File: src/frame_receiver_with_dedup_ack_unit_macros.svh
// Assertion macros used by the frx_decode module.
`ifndef FRAME_RECEIVER_WITH_DEDUP_ACK_UNIT_MACROS_SVH
`define FRAME_RECEIVER_WITH_DEDUP_ACK_UNIT_MACROS_SVH

// Consequent must hold in the same cycle as the antecedent.
`define FRX_ASSERT_SAME(name, clk, rst_n, ante, cons) \
    name: assert property (@(posedge clk) disable iff (!rst_n) (ante) |-> (cons)) \
        else $error("frame receiver assertion failed");

// Consequent must hold in the cycle after the antecedent.
`define FRX_ASSERT_NEXT(name, clk, rst_n, ante, cons) \
    name: assert property (@(posedge clk) disable iff (!rst_n) (ante) |=> (cons)) \
        else $error("frame receiver assertion failed");

`endif

File: src/frx_pkg.sv
package frx_pkg;

    localparam int WIN_LEN        = 8;
    localparam int MAX_BURST_DEF  = 30;
    localparam int ZERO_RUN_LIMIT = 10;
    localparam int TOGGLE_POS     = 6;
    localparam int BYTE_W         = 8;
    localparam int MASK_W         = 6;
    localparam int PAYLOAD_W      = 24;
    localparam int CFG_IDX_W      = 3;

    typedef enum logic [CFG_IDX_W-1:0] {
        CFG_HEAD_FIRST  = 3'd0,
        CFG_HEAD_SECOND = 3'd1,
        CFG_TAIL_FIRST  = 3'd2,
        CFG_TAIL_SECOND = 3'd3,
        CFG_CHECK_MASK  = 3'd4
    } t_cfg_idx;

    typedef enum logic {
        EV_REPEAT = 1'b0,
        EV_NEW    = 1'b1
    } t_event;

    typedef enum logic [1:0] {
        CLS_REJECT  = 2'd0,
        CLS_COMMAND = 2'd1,
        CLS_PACKED  = 2'd2,
        CLS_RAW     = 2'd3
    } t_class;

    typedef struct packed {
        logic [BYTE_W-1:0] head_first;
        logic [BYTE_W-1:0] head_second;
        logic [BYTE_W-1:0] tail_first;
        logic [BYTE_W-1:0] tail_second;
        logic [MASK_W-1:0] check_mask;
    } t_cfg;

    typedef logic [WIN_LEN-1:0][BYTE_W-1:0] t_window;

    typedef struct packed {
        logic    valid;
        logic    ge_win;
        logic    last;
        t_window window;
    } t_win_stage;

    typedef struct packed {
        t_event               event_code;
        logic [PAYLOAD_W-1:0] frame_payload;
        logic                 toggle_bit;
        t_class               packet_class;
        logic [BYTE_W-1:0]    field_one;
        logic [BYTE_W-1:0]    field_two;
        logic [BYTE_W-1:0]    field_three;
    } t_result;

    // True when no run of zero bits is longer than the limit.
    function automatic logic zero_run_ok(input logic [PAYLOAD_W-1:0] v);
        logic bad;
        bad = 1'b0;
        for (int i = 0; i <= PAYLOAD_W - ZERO_RUN_LIMIT - 1; i++) begin
            if (v[i +: ZERO_RUN_LIMIT + 1] == '0) begin
                bad = 1'b1;
            end
        end
        return !bad;
    endfunction

endpackage

File: src/frx_in_if.sv
interface frx_in_if import frx_pkg::*; ();
    logic              valid;
    logic              ready;
    logic [BYTE_W-1:0] rx_byte;
    logic              burst_end;

    modport source (output valid, output rx_byte, output burst_end, input ready);
    modport sink (input valid, input rx_byte, input burst_end, output ready);
endinterface

File: src/frx_out_if.sv
interface frx_out_if import frx_pkg::*; ();
    logic                 valid;
    logic                 ready;
    logic                 event_code;
    logic [PAYLOAD_W-1:0] frame_payload;
    logic                 toggle_bit;
    logic [1:0]           packet_class;
    logic [BYTE_W-1:0]    field_one;
    logic [BYTE_W-1:0]    field_two;
    logic [BYTE_W-1:0]    field_three;

    modport source (
        output valid, output event_code, output frame_payload, output toggle_bit,
        output packet_class, output field_one, output field_two, output field_three,
        input ready
    );
    modport sink (
        input valid, input event_code, input frame_payload, input toggle_bit,
        input packet_class, input field_one, input field_two, input field_three,
        output ready
    );
endinterface

File: src/frx_window.sv
module frx_window import frx_pkg::*; #(
    parameter int MAX_BURST = MAX_BURST_DEF
) (
    input  logic        i_clk,
    input  logic        i_rst_n,
    frx_in_if.sink      i_rx,
    input  logic        i_advance,
    output t_win_stage  o_stage
);
    localparam int CNT_W = $clog2(MAX_BURST + 1);

    logic              r_valid;
    logic              r_ge_win;
    logic              r_last;
    t_window           r_window;
    logic [CNT_W-1:0]  r_cnt;
    logic [CNT_W-1:0]  n_cnt_inc;
    logic              accept;

    assign i_rx.ready = !r_valid || i_advance;
    assign accept     = i_rx.valid && i_rx.ready;
    assign n_cnt_inc  = r_cnt + CNT_W'(1);

    always_ff @(posedge i_clk) begin
        if (!i_rst_n) begin
            r_valid  <= 1'b0;
            r_cnt    <= '0;
            r_window <= '0;
            r_ge_win <= 1'b0;
            r_last   <= 1'b0;
        end else if (accept) begin
            r_valid  <= 1'b1;
            r_window <= {i_rx.rx_byte, r_window[WIN_LEN-1:1]};
            r_ge_win <= (n_cnt_inc >= CNT_W'(WIN_LEN));
            r_last   <= i_rx.burst_end || (n_cnt_inc >= CNT_W'(MAX_BURST));
            if (i_rx.burst_end || (n_cnt_inc >= CNT_W'(MAX_BURST))) begin
                r_cnt <= '0;
            end else begin
                r_cnt <= n_cnt_inc;
            end
        end else if (i_advance) begin
            r_valid <= 1'b0;
        end
    end

    assign o_stage = '{valid: r_valid, ge_win: r_ge_win, last: r_last, window: r_window};
endmodule

File: src/frx_decode.sv
`include "frame_receiver_with_dedup_ack_unit_macros.svh"

module frx_decode import frx_pkg::*; (
    input  logic       i_clk,
    input  logic       i_rst_n,
    input  t_win_stage i_stage,
    input  t_cfg       i_cfg,
    input  logic       i_out_free,
    output logic       o_advance,
    output logic       o_produce,
    output t_result    o_res
);
    logic                 r_taken;
    logic [PAYLOAD_W-1:0] r_last_payload;
    logic                 r_last_toggle;

    logic [BYTE_W-1:0]    b0, b1, b2, ck;
    logic [BYTE_W+1:0]    sum;
    logic [BYTE_W-1:0]    sum_lo;
    logic [2*BYTE_W-1:0]  sq;
    logic [MASK_W-1:0]    calc;
    logic                 frame_ok;
    logic                 match;
    logic                 repeat_hit;
    logic [PAYLOAD_W-1:0] payload;
    logic                 toggle;
    logic                 fire;

    assign b0      = i_stage.window[2];
    assign b1      = i_stage.window[3];
    assign b2      = i_stage.window[4];
    assign ck      = i_stage.window[5];
    assign sum     = {2'b00, b0} + {2'b00, b1} + {2'b00, b2};
    assign sum_lo  = sum[BYTE_W-1:0];
    assign sq      = sum_lo * sum_lo;
    assign calc    = ~sq[MASK_W-1:0] & i_cfg.check_mask;
    assign payload = {b0, b1, b2};
    assign toggle  = ck[TOGGLE_POS];

    assign frame_ok = i_stage.window[0] == i_cfg.head_first
                   && i_stage.window[1] == i_cfg.head_second
                   && i_stage.window[6] == i_cfg.tail_first
                   && i_stage.window[7] == i_cfg.tail_second
                   && (ck[MASK_W-1:0] & i_cfg.check_mask) == calc;

    assign match      = i_stage.valid && i_stage.ge_win && !r_taken && frame_ok;
    assign o_produce  = match && (payload != '0);
    assign repeat_hit = (payload == r_last_payload) && (toggle == r_last_toggle);
    assign o_advance  = !o_produce || i_out_free;
    assign fire       = i_stage.valid && o_advance;

    always_comb begin
        o_res = '{event_code: EV_NEW, frame_payload: payload, toggle_bit: toggle,
                  packet_class: CLS_REJECT, field_one: '0, field_two: '0,
                  field_three: '0};
        if (repeat_hit) begin
            o_res.event_code = EV_REPEAT;
        end else if (b0 == '0 && b1 == '0 && b2 != '0) begin
            o_res.packet_class = CLS_COMMAND;
            o_res.field_three  = b2;
        end else if (b1[3:0] == 4'h0 && b2 == '0) begin
            o_res.packet_class = CLS_PACKED;
            o_res.field_one    = {4'h0, b0[7:4]};
            o_res.field_two    = {4'h0, b0[3:0]};
            o_res.field_three  = {4'h0, b1[7:4]};
        end else if (zero_run_ok(payload)) begin
            o_res.packet_class = CLS_RAW;
            o_res.field_one    = b0;
            o_res.field_two    = b1;
            o_res.field_three  = b2;
        end
    end

    always_ff @(posedge i_clk) begin
        if (!i_rst_n) begin
            r_taken        <= 1'b0;
            r_last_payload <= '0;
            r_last_toggle  <= 1'b0;
        end else if (fire) begin
            r_taken <= i_stage.last ? 1'b0 : (r_taken || match);
            if (o_produce && !repeat_hit) begin
                r_last_payload <= payload;
                r_last_toggle  <= toggle;
            end
        end
    end

    `FRX_ASSERT_SAME(a_taken_blocks, i_clk, i_rst_n, r_taken, !o_produce)
    `FRX_ASSERT_SAME(a_ack_silent, i_clk, i_rst_n, o_produce, payload != '0)
    `FRX_ASSERT_SAME(a_repeat_clean, i_clk, i_rst_n,
        o_produce && o_res.event_code == EV_REPEAT,
        o_res.packet_class == CLS_REJECT && o_res.field_one == '0
        && o_res.field_two == '0 && o_res.field_three == '0)
    `FRX_ASSERT_NEXT(a_new_stored, i_clk, i_rst_n,
        fire && o_produce && o_res.event_code == EV_NEW,
        r_last_payload == $past(payload) && r_last_toggle == $past(toggle))
endmodule

File: src/frx_out_reg.sv
module frx_out_reg import frx_pkg::*; (
    input  logic      i_clk,
    input  logic      i_rst_n,
    input  logic      i_load,
    input  t_result   i_res,
    output logic      o_free,
    frx_out_if.source o_res
);
    logic    r_valid;
    t_result r_res;

    assign o_free = !r_valid || o_res.ready;

    always_ff @(posedge i_clk) begin
        if (!i_rst_n) begin
            r_valid <= 1'b0;
        end else if (i_load) begin
            r_valid <= 1'b1;
        end else if (o_res.ready) begin
            r_valid <= 1'b0;
        end
    end

    always_ff @(posedge i_clk) begin
        if (i_load) begin
            r_res <= i_res;
        end
    end

    assign o_res.valid         = r_valid;
    assign o_res.event_code    = r_res.event_code;
    assign o_res.frame_payload = r_res.frame_payload;
    assign o_res.toggle_bit    = r_res.toggle_bit;
    assign o_res.packet_class  = r_res.packet_class;
    assign o_res.field_one     = r_res.field_one;
    assign o_res.field_two     = r_res.field_two;
    assign o_res.field_three   = r_res.field_three;
endmodule

File: src/frame_receiver_with_dedup_ack_unit.sv
// Frame receiver: takes one received byte per transfer and slides an 8-byte window over each
// burst, which ends at a byte with burst_end set or at the MAX_BURST-th byte. The first window
// of a burst with matching head, tail and checksum is decoded; all-zero payloads are silent
// acknowledgements, a frame equal to the previous one gives a resend event, and any other frame
// is stored, classified and reported. A byte can be accepted every cycle unless the input
// stalls. Each byte is registered in the window register and is decoded combinationally
// into the output register, which offers the result. When a new result is ready while the
// output register still holds one that has not been taken, the input stalls until the output
// transfer happens. Configuration is written through the plain write port.
module frame_receiver_with_dedup_ack_unit import frx_pkg::*; #(
    parameter int MAX_BURST = MAX_BURST_DEF
) (
    input  logic                 i_clk,
    input  logic                 i_rst_n,
    frx_in_if.sink               i_rx,
    frx_out_if.source            o_res,
    input  logic                 i_cfg_we,
    input  logic [CFG_IDX_W-1:0] i_cfg_idx,
    input  logic [BYTE_W-1:0]    i_cfg_data
);
    t_cfg       r_cfg;
    t_win_stage stage;
    t_result    res;
    logic       advance;
    logic       produce;
    logic       out_free;

    always_ff @(posedge i_clk) begin
        if (!i_rst_n) begin
            r_cfg <= '{head_first: 8'd252, head_second: 8'd251, tail_first: 8'd253,
                       tail_second: 8'd254, check_mask: 6'd63};
        end else if (i_cfg_we) begin
            unique case (t_cfg_idx'(i_cfg_idx))
                CFG_HEAD_FIRST:  r_cfg.head_first  <= i_cfg_data;
                CFG_HEAD_SECOND: r_cfg.head_second <= i_cfg_data;
                CFG_TAIL_FIRST:  r_cfg.tail_first  <= i_cfg_data;
                CFG_TAIL_SECOND: r_cfg.tail_second <= i_cfg_data;
                CFG_CHECK_MASK:  r_cfg.check_mask  <= i_cfg_data[MASK_W-1:0];
                default: begin
                end
            endcase
        end
    end

    frx_window #(.MAX_BURST(MAX_BURST)) u_window (
        .i_clk     (i_clk),
        .i_rst_n   (i_rst_n),
        .i_rx      (i_rx),
        .i_advance (advance),
        .o_stage   (stage)
    );

    frx_decode u_decode (
        .i_clk      (i_clk),
        .i_rst_n    (i_rst_n),
        .i_stage    (stage),
        .i_cfg      (r_cfg),
        .i_out_free (out_free),
        .o_advance  (advance),
        .o_produce  (produce),
        .o_res      (res)
    );

    frx_out_reg u_out (
        .i_clk   (i_clk),
        .i_rst_n (i_rst_n),
        .i_load  (produce && out_free),
        .i_res   (res),
        .o_free  (out_free),
        .o_res   (o_res)
    );
endmodule
File: src/flat_wrapper.sv
// flat-port wrapper written by rule: the top's interface ports become plain ports
module frame_receiver_with_dedup_ack_unit_flat import frx_pkg::*;
#(
    parameter int MAX_BURST = MAX_BURST_DEF
)
  (i_clk, i_rst_n, i_cfg_we, i_cfg_idx, i_cfg_data, i_rx_valid, i_rx_rx_byte, i_rx_burst_end, i_rx_ready, o_res_valid, o_res_event_code, o_res_frame_payload, o_res_toggle_bit, o_res_packet_class, o_res_field_one, o_res_field_two, o_res_field_three, o_res_ready);
  frx_in_if i_rx_i ();
  frx_out_if o_res_i ();
  input  logic i_clk;
  input  logic i_rst_n;
  input  logic i_cfg_we;
  input  logic [CFG_IDX_W-1:0] i_cfg_idx;
  input  logic [BYTE_W-1:0] i_cfg_data;
  input wire logic [$bits(i_rx_i.valid)-1:0] i_rx_valid;
  input wire logic [$bits(i_rx_i.rx_byte)-1:0] i_rx_rx_byte;
  input wire logic [$bits(i_rx_i.burst_end)-1:0] i_rx_burst_end;
  output wire logic [$bits(i_rx_i.ready)-1:0] i_rx_ready;
  output wire logic [$bits(o_res_i.valid)-1:0] o_res_valid;
  output wire logic [$bits(o_res_i.event_code)-1:0] o_res_event_code;
  output wire logic [$bits(o_res_i.frame_payload)-1:0] o_res_frame_payload;
  output wire logic [$bits(o_res_i.toggle_bit)-1:0] o_res_toggle_bit;
  output wire logic [$bits(o_res_i.packet_class)-1:0] o_res_packet_class;
  output wire logic [$bits(o_res_i.field_one)-1:0] o_res_field_one;
  output wire logic [$bits(o_res_i.field_two)-1:0] o_res_field_two;
  output wire logic [$bits(o_res_i.field_three)-1:0] o_res_field_three;
  input wire logic [$bits(o_res_i.ready)-1:0] o_res_ready;
  assign i_rx_i.valid = i_rx_valid;
  assign i_rx_i.rx_byte = i_rx_rx_byte;
  assign i_rx_i.burst_end = i_rx_burst_end;
  assign i_rx_ready = i_rx_i.ready;
  assign o_res_valid = o_res_i.valid;
  assign o_res_event_code = o_res_i.event_code;
  assign o_res_frame_payload = o_res_i.frame_payload;
  assign o_res_toggle_bit = o_res_i.toggle_bit;
  assign o_res_packet_class = o_res_i.packet_class;
  assign o_res_field_one = o_res_i.field_one;
  assign o_res_field_two = o_res_i.field_two;
  assign o_res_field_three = o_res_i.field_three;
  assign o_res_i.ready = o_res_ready;
  frame_receiver_with_dedup_ack_unit #(.MAX_BURST(MAX_BURST)) u_core (.i_clk(i_clk), .i_rst_n(i_rst_n), .i_rx(i_rx_i), .o_res(o_res_i), .i_cfg_we(i_cfg_we), .i_cfg_idx(i_cfg_idx), .i_cfg_data(i_cfg_data));
endmodule
File: config.mk
export PLATFORM = sky130hd
export DESIGN_NAME = frame_receiver_with_dedup_ack_unit_flat
export DESIGN_NICKNAME = d
export VERILOG_FILES = /design/src/frx_pkg.sv /design/src/frx_in_if.sv /design/src/frx_out_if.sv /design/src/frx_window.sv /design/src/frx_decode.sv /design/src/frx_out_reg.sv /design/src/frame_receiver_with_dedup_ack_unit.sv /design/src/flat_wrapper.sv
export VERILOG_INCLUDE_DIRS = /design/src /design/src/src
export SDC_FILE = /design/constraint.sdc
export NUM_CORES = 1
export LEC_CHECK = 0
export BUFFER_PORTS_ARGS = -buffer_cell sky130_fd_sc_hd__buf_4
export CAP_MARGIN = 40
export CORE_MARGIN = 3
export CORE_UTILIZATION = 55
export CTS_CLUSTER_DIAMETER = 60
export DETAILED_ROUTE_END_ITERATION = 8
export HOLD_SLACK_MARGIN = 0.1
export PLACE_DENSITY_LB_ADDON = 0.08
export SLEW_MARGIN = 20
export SYNTH_ARGS = -nofsm -noshare
export SYNTH_HDL_FRONTEND = slang
export SYNTH_SLANG_ARGS = --single-unit
File: constraint.sdc
create_clock -name i_clk -period 14.95 [get_ports i_clk]
set_clock_uncertainty 0.05 [all_clocks]
set_input_delay 2.2425 -clock i_clk [delete_from_list [all_inputs] [get_ports i_clk]]
set_output_delay 2.2425 -clock i_clk [all_outputs]
set_load 0.005 [all_outputs]
After elaboration in Yosys (flattened, before gate mapping)
Cells that the tools add are included.

word-level totals
  bits in registers = 189
  output and inout port bits = 54
  input bits = 25
  logic and storage cells = 136

cells by class
  reduce and logical (&&, ||, !) cells = 57
  bitwise logic cells = 3
  add/subtract/negate cells = 3
  multipliers = 1
  muxes and demuxes = 28
  equal/unequal tests = 11
  $lt $le $gt $ge = 2

operators with widths
  kind                   count
  $logic_not A11 Y1      14
  $mux W26               2
  $eq A8 B8 Y1           4
  $eq A24 B24 Y1         1
  $logic_not A8 Y1       3
  $mux W1                24
  $reduce_bool A24 Y1    1
  $add A8 B8 Y8          2
  $logic_and A1 B1 Y1    16
  $and A6 B6 Y6          2
  $reduce_and A2 Y1      6
  $mul A8 B8 Y6          1
  $mux W8                1
  $reduce_bool A8 Y1     1
  $eq A3 B2 Y1 const B   2
  $eq A6 B6 Y1           1
  $not A6 Y6             1
  $add A5 B1 Y5 const B  1
  $ge A5 B4 Y1 const B   1
  $ge A5 B5 Y1 const B   1
  $logic_not A1 Y1       5
  $logic_or A1 B1 Y1     5
  $mux W5                1
  $logic_not A4 Y1       1
  7 further kinds        8

Logic depth before layout (Yosys ltp)
Gate-level depths: netlist of the first run.

  depth after elaboration = 21
  gate-level depth with buffers = 20
  mapped depth without buffers = 17

Modules after synthesis
A second synthesis of the first run with hierarchy kept.

unflattened totals
  cells, all modules = 913
  area total of the unflattened synthesis = 8981.1 sq um

by module, submodules not included
  module                              cells an instance  times used  area an instance (sq um)  seq. area each (sq um)
  frx_decode                          386                1           3144.3                    520.5
  frx_window                          328                1           2668.8                    1441.4
  frx_out_reg                         56                 1           1610.3                    1581.5
  frame_receiver_with_dedup_ack_unit  143                1           1557.7                    760.7

Worst setup path before layout of the first run
OpenSTA, ideal clock, no wires.

  path type = reg-to-reg
  start point = reg u_core.u_window.r_window (netlist bit u_core.u_window.o_stage[25])
  end point = reg u_core.u_out.r_res (netlist bit u_core.u_out.o_res.event_code), enable pin
  cell stages (with the launch flop) = 16
  setup slack = 7231 ps
  arrival = 7143 ps
  setup time = 526 ps
  data required time = 14374 ps
  period minus slack after synthesis = 7719 ps
  path buffers = 1
  cells stage by stage = dfxtp_1 clkbuf_1 inv_1 fa_1 inv_1 ha_1 fa_1 inv_1 fa_1 inv_1 ha_1 xnor2_1 a22oi_1 and4_1 nand4_1 nor3_1

on the way
  cells in the longest elaborated chain, start to end = 10
  elaborated cells on any way between the ends = 11
  those cells by class = add/sub (2); mul (1); eq/ne (1); bitwise (2); reduce/logical (5)

RTL lines
  item                         RTL line                                  source
  from (decl)                  frx_window.sv:15                          t_window r_window;
  from (signal assigned)       frx_window.sv:33                          r_window <= {i_rx.rx_byte, r_window[WIN_LEN-1:1]};
  $add A8 B8 Y8 (2 in series)  frx_decode.sv:33                          assign sum = {2'b00, b0} + {2'b00, b1} + {2'b00, b2};
  $mul A8 B8 Y6                frx_decode.sv:35                          assign sq = sum_lo * sum_lo;
  $not A6 Y6                   frx_decode.sv:36                          assign calc = ~sq[MASK_W-1:0] & i_cfg.check_mask;
  $and A6 B6 Y6                frx_decode.sv:36
  $eq A6 B6 Y1                 frx_decode.sv:44                          && (ck[MASK_W-1:0] & i_cfg.check_mask) == calc;
  $logic_and A1 B1 Y1          frx_decode.sv:44
  $logic_and A1 B1 Y1          frx_decode.sv:46                          assign match = i_stage.valid && i_stage.ge_win && !r_taken && frame_ok;
  $logic_and A1 B1 Y1 (*)      frx_decode.sv:47                          assign o_produce = match && (payload != '0);
  $logic_and A1 B1 Y1 (*)      frame_receiver_with_dedup_ack_unit.sv:67  .i_load (produce && out_free),
  via u_core.u_out.i_load      frx_out_reg.sv:4                          input logic i_load,
  to (signal assigned)         frx_out_reg.sv:26                         r_res <= i_res;
  to (decl)                    frx_out_reg.sv:10                         t_result r_res;

Mark *: on every way through the listed nets, which the timed path passes. The rest lies on a longest branch.
A chain may end at the register's enable or synchronous reset.

Worst setup path in the final report of the first run
  start point = reg u_core.u_window.r_window (netlist bit u_core.u_window.o_stage[17])
  end point = out i_rx_ready

on the way
  cells in the longest elaborated chain, start to end = 12
  elaborated cells on any way between the ends = 13
  those cells by class = add/sub (2); mul (1); eq/ne (1); bitwise (2); reduce/logical (7)

RTL lines
  item                         RTL line            source
  $add A8 B8 Y8 (2 in series)  frx_decode.sv:33
  $mul A8 B8 Y6                frx_decode.sv:35
  $not A6 Y6                   frx_decode.sv:36
  $and A6 B6 Y6                frx_decode.sv:36
  $eq A6 B6 Y1                 frx_decode.sv:44
  $logic_and A1 B1 Y1          frx_decode.sv:44
  $logic_and A1 B1 Y1          frx_decode.sv:46
  $logic_and A1 B1 Y1 (*)      frx_decode.sv:47
  $logic_not A1 Y1 (*)         frx_decode.sv:49    assign o_advance = !o_produce || i_out_free;
  $logic_or A1 B1 Y1 (*)       frx_decode.sv:49
  $logic_or A1 B1 Y1 (*)       frx_window.sv:20    assign i_rx.ready = !r_valid || i_advance;
  to (decl)                    flat_wrapper.sv:17  output wire logic [$bits(i_rx_i.ready)-1:0] i_rx_ready;

Every way passes the cells marked *; elsewhere a longest branch is shown, timed or not.

==> results by group, run 1 <==
Clock tree
  • Clk root buf: clkbuf_16
  • Clock Sinks: around 190
  • Largest buffer count on any clock path: 2
  • CTS Hold Bufs: 0
  • Clock-pin slew on the worst setup and hold paths: roughly 0.07 ns
  • Htree depth: 4
  • CTS tree: built
  • Post-CTS Setup Inserts: 0
  • Clock Latency Late Sink: approximately 0.43 ns
  • Post-cts resize count: 0
  • Num CTS Buffers: 17

Pwr
  • Pwr Density: roughly 110 mW/mm^2
  • Peak VDD IR: roughly 0.08 mV
  • Leak pwr: 3.62 nW

Synthesis
  • Ys async rst share: 0%
  • Area contributors post-synth: dfxtp_1 33%, edfxtp_1 19%, nand2_1 7.0%, nand3_1 6.8%, xnor2_1 5.8%
  • Yosys top cell by area: dfxtp_1
  • Top post-synthesis cells by count: 157 x nand2_1, 137 x dfxtp_1, 113 x nand3_1
  • Synth top area share: ~33%
  • Syn nets: 915
  • Sequential area share after synthesis: between 50% and 60%
  • Synth unique cells: 57
  • Top_reg_cell synth: dfxtp_1
  • Post-synth EDFFs: 52
  • Number of synthesized register bits: between 150 and 200
  • Syn avg cell area: ~9.5 sq um
  • Most frequent cell after synthesis: nand2_1
  • Synth warnings: 0
  • Syn Std Cell Area: around 0.0084 sq mm
  • Instance count of the mapped netlist: ~880

Run
  • Max-Cap Viols: 0

Hold path
  • Cells on Worst Hold Path: 2
  • Worst min path class: register to register

Placed design
  • Final GP Congestion: roughly 0.9
  • Post-DP HPWL: ~14000 um
  • Post-DP Area: 0.00899 sq mm
  • Post-Place Setup Slack: 8.34 ns
  • PortBufs: roughly 80

STA
  • Min Tclk post-route: 7.12 ns
  • RSZ-0062 raised after global routing: false
  • # setup viols final: 0
  • Setup TNS: 0 ns
  • Pins over their slew limit: 0
  • Worst-Margin Slew: 0.822 ns
  • Setup ws final: approximately 7.8 ns
  • Hold Vio Cnt, Final: 0
  • Tcrit/Tclk final: between 40% and 50%
  • Max_slew headroom: between 40% and 50%
  • Max Freq: around 140 MHz

GRT
  • First-pass GRT wire length: approximately 32000 um
  • Vias in the first global route: about 5800
  • Total Routing Usage GR: between 20% and 30%
  • Initial antenna violation count: 0
  • Largest net degree at the start of global routing: just over 90
  • GRT overflow: 0

Route
  • Residual DRC count: 0
  • Total wire length: ~20000 um
  • Vias: roughly 6300
  • 1st-pass router iterations: 5
  • ANT nets after route: 0
  • Initial DRC count: between 500 and 600
  • Routed WL per cell: 18.3 um
  • Via density per instance: roughly 5.7

Final layout
  • Area delta synth->final: 14.2%
  • Diode count: 0
  • Final non-filler cell area: 0.00955 sq mm
  • Area occupied by multi-input gates: ~0.0037 sq mm
  • Post-layout net count: 950
  • Ratio of cells with drive above 1 in the final layout: 13.6%
  • Register area: 0.00430 sq mm
  • Fillers: 1230

Floorplan
  • Die Width: approximately 130 um
  • Top Ports: 79
  • Die area: approximately 0.017 sq mm
  • Initial Util: between 50% and 60%
  • Cell Rows: 44
  • Core area: 0.0147 sq mm
  • Die span in y: approximately 130 um

Status
  • Run status: complete, no violations

Worst setup path
  • Critical path arrival: approximately 4.8 ns
  • Worst setup path category: register to output port
  • Critical path, cell by cell: inv_1, fa_1, inv_1, ha_1, fa_1, inv_1, fa_1, inv_1, ha_1, xnor2_1, a22oi_1, and4_1, nand4_1, or3_1, buf_4
  • CP max stage delay: around 0.62 ns
  • Highest-delay cell along the critical path: dfxtp_1
  • R2R depth: 18
  • CP Data Required Time: approximately 13 ns
  • Worst-path fanout max: 11
  • Most used cell, CP: inv_1
  • Setup crit end kind: output port
  • Startpoint Class: register
placed cells by master (no fill, tap or decap), types with 3 or more instances in the layout:
master      instances
a22o_1             12
dfxtp_1           137
edfxtp_1           52
inv_1              11
a2111oi_0           3
mux2i_1            25
and3_1              4
ha_1                6
xor2_1             16
inv_6               3
nor2b_1            29
xnor2_1            55
nor4_1              5
nor3_1              4
or2_2               3
clkinvlp_4          5
and2_1             17
nand2b_1            3
a21boi_0            6
o21ai_0            68
a21oi_1             5
nand2_1           157
fa_1                8
clkbuf_16          18
buf_4              83
nand4_1            16
or4_1               5
nor2_1             11
nand3_1           113
registers in the layout (all words and copies together) (netlist names):
name                              count
u_core.u_decode.r_taken               1
u_core.u_out.o_res.event_code         1
u_core.r_cfg                         38
u_core.u_window.r_valid               1
u_core.u_window.r_last                1
u_core.u_out.o_res.packet_class       2
u_core.u_decode.r_last_toggle         1
u_core.u_out.o_res.field_three        8
u_core.u_out.o_res.valid              1
u_core.u_decode.r_last_payload       24
u_core.u_out.o_res.field_one          8
u_core.u_window.r_cnt                 5
u_core.u_window.r_ge_win              1
u_core.u_out.o_res.frame_payload     24
u_core.u_window.o_stage              64
u_core.u_out.o_res.toggle_bit         1
u_core.u_out.o_res.field_two          8
cells by family (layout without fill, tap and decap cells):
group	after synthesis	after routing	share of synthesized area (%)
buf+inv	80	128	4.04
mux	25	25	2.99
compound gates	114	114	8.68
simple gates	382	382	22.3
fa+ha+maj	14	14	2.81
flops	189	189	51.5
xor+xnor	72	72	7.71
metal layers:
| layer | GRT usage, % | vias to the layer above | routed length (um) |
|---|---|---|---|
| met5 | 0 | - | 0 |
| met4 | 9.02 | 0 | 505 |
| met3 | 4.70 | 32 | 952 |
| met2 | 41.1 | 170 | 9680 |
| met1 | 32.7 | 2966 | 9130 |
| li1 | - | 3100 | - |
worst paths after layout:
kind | startpoint | endpoint | slack, ns
setup / recovery | u_core.u_window.o_stage[17] | i_rx_ready | 7.83
hold reg to reg | u_core.u_window.o_stage[47] | u_core.u_window.o_stage[39] | 0.41
setup reg to reg | u_core.u_window.o_stage[17] | u_core.u_window.o_stage[41] | 9.53
hold / removal | u_core.u_window.o_stage[47] | u_core.u_window.o_stage[39] | 0.41
layout make-up:
cell class | instances | area share, %
timing repair buffer | 85 | 7.02
inverter | 11 | 0.432
multi-input combinational | 607 | 39.2
tap | 184 | 2.41
clock buffer | 19 | 4.76
clock inverter | 13 | 1.13
sequential | 189 | 45.1
critical path, delay by kind of cell, from the launching register on:
| family | cells | cell delay [ns] |
|---|---|---|
| adder cells (fa/ha/maj) | 5 | 2.11 |
| buffers and inverters | 5 | 0.49 |
| AO/OA/AOI/OAI | 1 | 0.21 |
| XOR/XNOR | 1 | 0.13 |
| flip-flops | 1 | 0.62 |
| AND/OR/NAND/NOR | 3 | 0.85 |
power by group:
group          internal (mW)  switching [mW]  total, mW
registers              0.530         0.00673      0.536
logic                 0.0173          0.0289     0.0462
clock network          0.226           0.205      0.431
metrics by stage:
step	hold WS (ns)	power [mW]	utilization, %	std cells
3_3_place_gp	0.404	0.591	60.8	1073
3_5_place_dp	0.405	0.594	61.2	1076
4_1_cts	0.414	1.02	65.0	1108
2_1_floorplan	0.353	0.577	-	876
5_1_grt	0.439	1.04	65.0	1108
6_report	0.413	1.01	65.0	1108
(Power assumes the default switching activity.)
==> inputs of run 2 (changes only) <==
--- a/config.mk
+++ b/config.mk
@@ -6,10 +6,11 @@
 export SDC_FILE = /design/constraint.sdc
 export NUM_CORES = 1
 export LEC_CHECK = 0
+export ABC_AREA = 1
 export BUFFER_PORTS_ARGS = -buffer_cell sky130_fd_sc_hd__buf_4
 export CAP_MARGIN = 40
 export CORE_MARGIN = 3
-export CORE_UTILIZATION = 55
+export CORE_UTILIZATION = 54
 export CTS_CLUSTER_DIAMETER = 60
 export DETAILED_ROUTE_END_ITERATION = 8
 export HOLD_SLACK_MARGIN = 0.1
==> constraint.sdc (replaced) <==
create_clock -name i_clk -period 5.87 [get_ports i_clk]
set_clock_uncertainty 0.05 [all_clocks]
set_input_delay 0.8805 -clock i_clk [delete_from_list [all_inputs] [get_ports i_clk]]
set_output_delay 0.8805 -clock i_clk [all_outputs]
set_load 0.005 [all_outputs]
==> run 2 against run 1 <==
Cell area grew 11%. Critical path depth grew 2. Clock-buffer cell count is the same. First-iteration DRC count grew 47%. Critical endpoint unchanged. Wire length grew 19%. Largest cell class unchanged. Via count grew 33%.
==> results by group, run 2 <==
Synthesis
  • Post-synth EDFFs: 52
  • XOR/XNOR share of the synthesized area: between 2 and 3%
  • Most frequent cell after synthesis: nand2_1
  • Synth warnings: 0
  • Synth top area share: between 20% and 30%
  • Top_reg_cell synth: dfxtp_1
  • Yosys top cell by area: dfxtp_1
  • Post-synthesis adder-cell area fraction: under 10%
  • Multiplexer area fraction after synthesis: 0%
  • Largest family of logic cells by synthesized area: simple AND/OR/NAND/NOR gates
  • Instance count of the mapped netlist: roughly 1300
  • Ys async rst share: 0%
  • Synth unique cells: 37
  • Number of synthesized register bits: 189
  • Simple-gate share of the synthesized area: about a third
  • Syn avg cell area: 7.37 sq um
  • Compound-gate portion of the synthesized area: ~8.0%
  • Syn Std Cell Area: between 0.009 and 0.01 sq mm
  • Area contributors post-synth: dfxtp_1 29%, edfxtp_1 17%, nand2_1 13%, nor2_1 8.4%, inv_1 5.5%
  • Syn nets: 1306
  • Sequential area share after synthesis: between 40 and 50%
  • Top post-synthesis cells by count: 318 x nand2_1, 209 x nor2_1, 137 x dfxtp_1

Worst setup path
  • Setup crit end kind: output port
  • Crit path buf inv count: 5
  • Worst-path fanout max: 5
  • Reg2reg setup slack: approximately 0.78 ns
  • CP Data Required Time: 4.94 ns
  • Worst setup path category: register to output port
  • Setup crit start: u_core.u_window.o_stage[25]
  • Most used cell, CP: inv_1
  • Startpoint Class: register
  • Crit-path leading delay family: adder cells
  • Crit path to: i_rx_ready
  • Crit Reg-Reg Startpoint: u_core.u_window.o_stage[25]
  • Critical path arrival: around 4.4 ns
  • R2R depth: 20
  • RR Endpoint: u_core.u_window.o_stage[37]
  • CP max stage delay: ~0.55 ns
  • Critical path, cell by cell: inv_1, fa_1, inv_1, ha_1, fa_1, inv_1, fa_1, inv_1, ha_1, xnor2_1, nand2_1, nand4_1, nor2_1, nand4_1, nor2_1, nand4_1, buf_4
  • Highest-delay cell along the critical path: fa_1
  • Critical Path Stages: 17

Route
  • Residual DRC count: 0
  • Via density per instance: ~5.4
  • Total wire length: around 24000 um
  • 1st-pass router iterations: 5
  • Vias: approximately 8300
  • Routed WL per cell: 15.6 um
  • Initial DRC count: around 740
  • ANT nets after route: 0

Status
  • Run status: complete, no violations

Final layout
  • Ratio of cells with drive above 1 in the final layout: a little over a tenth
  • Area delta synth->final: 14.0%
  • Most common library cell in the layout ignoring fill and taps: nand2_1
  • Number of flip-flops under the largest register name: 64
  • Fillers: around 1600
  • Post-layout net count: 1360
  • Final non-filler cell area: 0.0106 sq mm
  • Diode count: 0
  • Most frequent cells in the layout: 318 x nand2_1, 208 x nor2_1, 137 x dfxtp_1

Placed design
  • Post-Place Setup Slack: around 0.86 ns
  • Post-DP HPWL: around 17000 um
  • PortBufs: between 70 and 80
  • Post-DP Area: about 0.010 sq mm
  • Final GP Congestion: between 0.9 and 1

Run
  • Max-Cap Viols: 0

Floorplan
  • Die span in y: 138 um
  • Core area: ~0.017 sq mm
  • Top Ports: 79
  • Initial Util: 55.7%
  • Cell Rows: 47
  • Die Width: ~140 um
  • Die area: approximately 0.019 sq mm

Pwr
  • Leak pwr: 4.93 nW
  • Peak VDD IR: 0.217 mV
  • Pwr Density: between 200 and 300 mW/mm^2
  • Tot Pwr: between 2 and 3 mW

Clock tree
  • Clock-pin slew on the worst setup and hold paths: roughly 0.070 ns
  • Clk root buf: clkbuf_16
  • CTS Hold Bufs: 0
  • Largest buffer count on any clock path: 2
  • Post-CTS Setup Inserts: 0
  • Clock Latency Late Sink: 0.44 ns
  • Clock Sinks: approximately 190
  • Htree depth: 4
  • Num CTS Buffers: 17
  • CTS tree: built
  • Post-cts resize count: 0

GRT
  • Largest net degree at the start of global routing: 88
  • Vias in the first global route: 7518
  • Initial antenna violation count: 0
  • GRT overflow: 0
  • Total Routing Usage GR: roughly a quarter
  • First-pass GRT wire length: about 39000 um

STA
  • Hold Vio Cnt, Final: 0
  • Setup ws final: between 0.5 and 0.6 ns
  • # setup viols final: 0
  • RSZ-0062 raised after global routing: false
  • Max Freq: 186 MHz
  • Worst-Margin Slew: roughly 0.73 ns
  • Setup TNS: 0 ns
  • Min Tclk post-route: around 5.4 ns
  • Pins over their slew limit: 0
  • Max_slew headroom: between 50% and 60%
  • Tcrit/Tclk final: between 90 and 100%

Hold path
  • Worst min path class: register to register
run 2: per-stage QoR:
stage,utilization [%],instances,hold slack [ns]
6_report,63.5,1554,0.424
5_1_grt,63.5,1554,0.436
4_1_cts,63.2,1551,0.423
3_5_place_dp,59.9,1519,0.410
3_3_place_gp,59.8,1518,0.404
2_1_floorplan,-,1267,0.353
run 2: area by class of cell:
cell class	count	area, sq um	area share, %
Sequential cell	189	4300	40.4
Multi-Input combinational cell	876	4220	39.6
Timing Repair Buffer	95	753	7.07
Inverter	142	533	5.01
Clock buffer	19	434	4.08
Tap cell	220	275	2.59
Clock inverter	13	133	1.25
run 2: logic make-up after synthesis:
kind of cell    after synthesis
fa+ha+maj                    14
flops                       189
buf+inv                     202
xor+xnor                     28
compound gates              133
simple gates                701
run 2: worst min path at each step:
stage	end	from	depth (start not counted)	slack (ns)
global placement	u_core.u_window.o_stage[47]	u_core.u_window.o_stage[47]	2	0.40
detailed placement	u_core.r_cfg[4]	u_core.r_cfg[4]	2	0.41
floorplan	u_core.u_out.o_res.frame_payload[12]	u_core.u_window.o_stage[28]	0	0.35
CTS	u_core.r_cfg[31]	u_core.r_cfg[31]	2	0.42
finish	u_core.r_cfg[31]	u_core.r_cfg[31]	2	0.42
global route	u_core.r_cfg[31]	u_core.r_cfg[31]	2	0.44
run 2: metal layers:
metal / wire length (um) / GRT usage [%] / up-vias
met3: 1360 / 3.91 / 50
met4: 711 / 11.4 / 0
met5: 0 / 0 / -
met2: 11800 / 43.6 / 295
met1: 10400 / 34.6 / 3776
li1: - / - / 4200
run 2: worst reg2reg max path, delay by kind of cell, from the launching register on:
kind          cells  cell delay [ns]
flops             1             0.43
fa+ha+maj         5             2.12
buf+inv           5             0.82
xor+xnor          1             0.13
simple gates      9             1.47
run 2: report_power, final:
group / internal [mW] / switching, mW / leakage, nW
logic: 0.148 / 0.274 / 3.05
clock network: 0.600 / 0.525 / 0.282
registers: 1.38 / 0.0433 / 1.60
total: 2.13 / 0.842 / 4.93
==> inputs of run 3 (changes only) <==
--- a/config.mk
+++ b/config.mk
@@ -7,15 +7,16 @@
 export NUM_CORES = 1
 export LEC_CHECK = 0
 export ABC_AREA = 1
-export BUFFER_PORTS_ARGS = -buffer_cell sky130_fd_sc_hd__buf_4
 export CAP_MARGIN = 40
 export CORE_MARGIN = 3
-export CORE_UTILIZATION = 54
+export CORE_UTILIZATION = 55
 export CTS_CLUSTER_DIAMETER = 60
 export DETAILED_ROUTE_END_ITERATION = 8
+export DONT_BUFFER_PORTS = 1
 export HOLD_SLACK_MARGIN = 0.1
 export PLACE_DENSITY_LB_ADDON = 0.08
 export SLEW_MARGIN = 20
 export SYNTH_ARGS = -nofsm -noshare
 export SYNTH_HDL_FRONTEND = slang
 export SYNTH_SLANG_ARGS = --single-unit
+export TNS_END_PERCENT = 20
==> run 3 against run 2 <==
Cell area shrank 5.8%. Final cell count shrank 5.4%. Flip-flop and latch count did not move. Critical endpoint unchanged. Via count shrank 2.9%. Highest routed layer unchanged. Largest cell class unchanged. Worst hold slack got worse by 0.0022 ns. Die area shrank 1.7%. Sequential power hardly changed.
==> results by group, run 3 (synthesis gave the netlist of run 2 again) <==
Status
  • Run status: complete, no violations

STA
  • Tcrit/Tclk final: around 90%
  • Min Tclk post-route: 5.20 ns
  • # setup viols final: 0
  • Worst-Margin Slew: between 0.8 and 0.9 ns
  • Max_slew headroom: around 43%
  • Setup TNS: 0 ns
  • Max Freq: about 190 MHz
  • RSZ-0062 raised after global routing: false
  • Pins over their slew limit: 0
  • Hold Vio Cnt, Final: 0

Hold path
  • Worst min path class: register to register

Worst setup path
  • Startpoint Class: register
  • Worst setup path category: register to output port
  • Worst-path fanout max: 6
  • Critical path arrival: 4.27 ns
  • Most used cell, CP: inv_1
  • CP max stage delay: between 0.5 and 0.6 ns
  • CP Data Required Time: slightly below 5 ns
  • Setup crit end kind: output port
  • Highest-delay cell along the critical path: fa_1
  • Critical path, cell by cell: inv_1, fa_1, inv_1, ha_1, fa_1, inv_1, fa_1, inv_1, ha_1, xnor2_1, nand2_1, nand4_1, nor2_1, nand4_1, nor2_1, nand4_1

Placed design
  • Post-DP HPWL: roughly 16000 um
  • PortBufs: 0
  • DP Cell Count: around 1400
  • Final GP Congestion: 0.932
  • Post-DP Area: ~0.0094 sq mm

Pwr
  • Leak pwr: between 4 and 5 nW
  • Peak VDD IR: 0.203 mV
  • Tot Pwr: 2.97 mW
  • Pwr Density: between 200 and 300 mW/mm^2

Final layout
  • Most common library cell in the layout ignoring fill and taps: nand2_1
  • Fin cells: 1470
  • Post-layout net count: approximately 1300
  • Ratio of cells with drive above 1 in the final layout: between 4 and 5%
  • Area delta synth->final: 7.45%
  • Number of flip-flops under the largest register name: 64
  • Most frequent cells in the layout: 318 x nand2_1, 208 x nor2_1, 137 x dfxtp_1
  • Diode count: 0
  • Final non-filler cell area: between 0.01 and 0.015 sq mm

GRT
  • Total Routing Usage GR: between 20% and 30%
  • GR Util met2: 42.1%
  • First-pass GRT wire length: roughly 38000 um
  • GRT overflow: 0
  • Vias in the first global route: about 7000
  • Largest net degree at the start of global routing: roughly 140
  • GR Util met3: around 5.3%
  • Initial antenna violation count: 0
  • Most used routing layer: met2
  • Routing usage on met1: approximately a third

Floorplan
  • Top Ports: 79
  • Die span in y: ~140 um
  • Die area: 0.0186 sq mm
  • Cell Rows: between 40 and 50
  • Initial Util: 56.3%
  • Core area: around 0.017 sq mm
  • Die Width: 136 um

Clock tree
  • CTS tree: built
  • Clock Sinks: 189
  • Htree depth: 4
  • Num CTS Buffers: 17
  • Clk root buf: clkbuf_16
  • Post-CTS Setup Inserts: 0
  • Post-cts resize count: 0
  • Clock-pin slew on the worst setup and hold paths: about 0.070 ns
  • Clock Latency Late Sink: roughly 0.44 ns
  • CTS Hold Bufs: 0
  • Largest buffer count on any clock path: 2

Run
  • Max-Cap Viols: 0

Route
  • Via density per instance: between 5 and 6
  • 1st-pass router iterations: 5
  • Residual DRC count: 0
  • Routed WL per cell: around 16 um
  • Vias: between 8000 and 9000
  • ANT nets after route: 0
  • Total wire length: approximately 24000 um
  • Initial DRC count: between 700 and 800
==> run 3: changes by cell type in the layout (fill, tap and decap cells not counted), sizes merged <==
cell,delta
bufinv,+1
inv,-1
buf,-84
clkinvlp,+1
clkbuf,-2
clkinv,+1
==> run 3: cell type report <==
type	count	area (sq um)
repair buffers	11	103
fillers	1570	6550
inverters	142	533
clock inverters	15	178
flip-flops and latches	189	4300
multi-input cells	876	4220
clock buffers	17	425
well taps	220	275
==> run 3: where the power goes <==
part           total [mW]  internal (mW)  switching, mW
clock network        1.18          0.644          0.537
registers            1.43           1.38         0.0462
logic               0.366          0.135          0.231
==> run 3: through the flow <==
| stage | hold slack (ns) | setup slack, ns | utilization [%] |
|---|---|---|---|
| floorplan | 0.353 | 0.687 | - |
| global placement | 0.402 | 1.29 | 56.8 |
| detailed placement | 0.405 | 1.16 | 56.8 |
| CTS | 0.423 | 0.651 | 60.4 |
| global route | 0.445 | 0.393 | 60.5 |
| finish | 0.422 | 0.674 | 60.5 |
==> run 3: worst max-delay path, delay by kind of cell (launching register included) <==
kind,cells,cell delay (ns)
adder cells (fa/ha/maj),5,2.19
AND/OR/NAND/NOR,6,0.74
flip-flops,1,0.41
buffers and inverters,4,0.38
XOR/XNOR,1,0.13
==> run 3: final timing paths <==
kind	from	end	slack (ns)	cells past startpoint
hold / removal	u_core.u_window.o_stage[47]	u_core.u_window.o_stage[47]	0.42	2
setup / recovery	u_core.u_window.o_stage[33]	i_rx_ready	0.67	16
setup reg to reg	u_core.u_window.o_stage[33]	u_core.u_out.o_res.frame_payload[2]	1.11	18
hold reg to reg	u_core.u_window.o_stage[47]	u_core.u_window.o_stage[47]	0.42	2
==> run 3: metal layers <==
layer  vias to the layer above  share of wire (%)
met3                        53                5.2
met4                         0                3.8
met1                      3723                 44
met2                       289                 47
li1                       4018                  -
met5                         -                  0
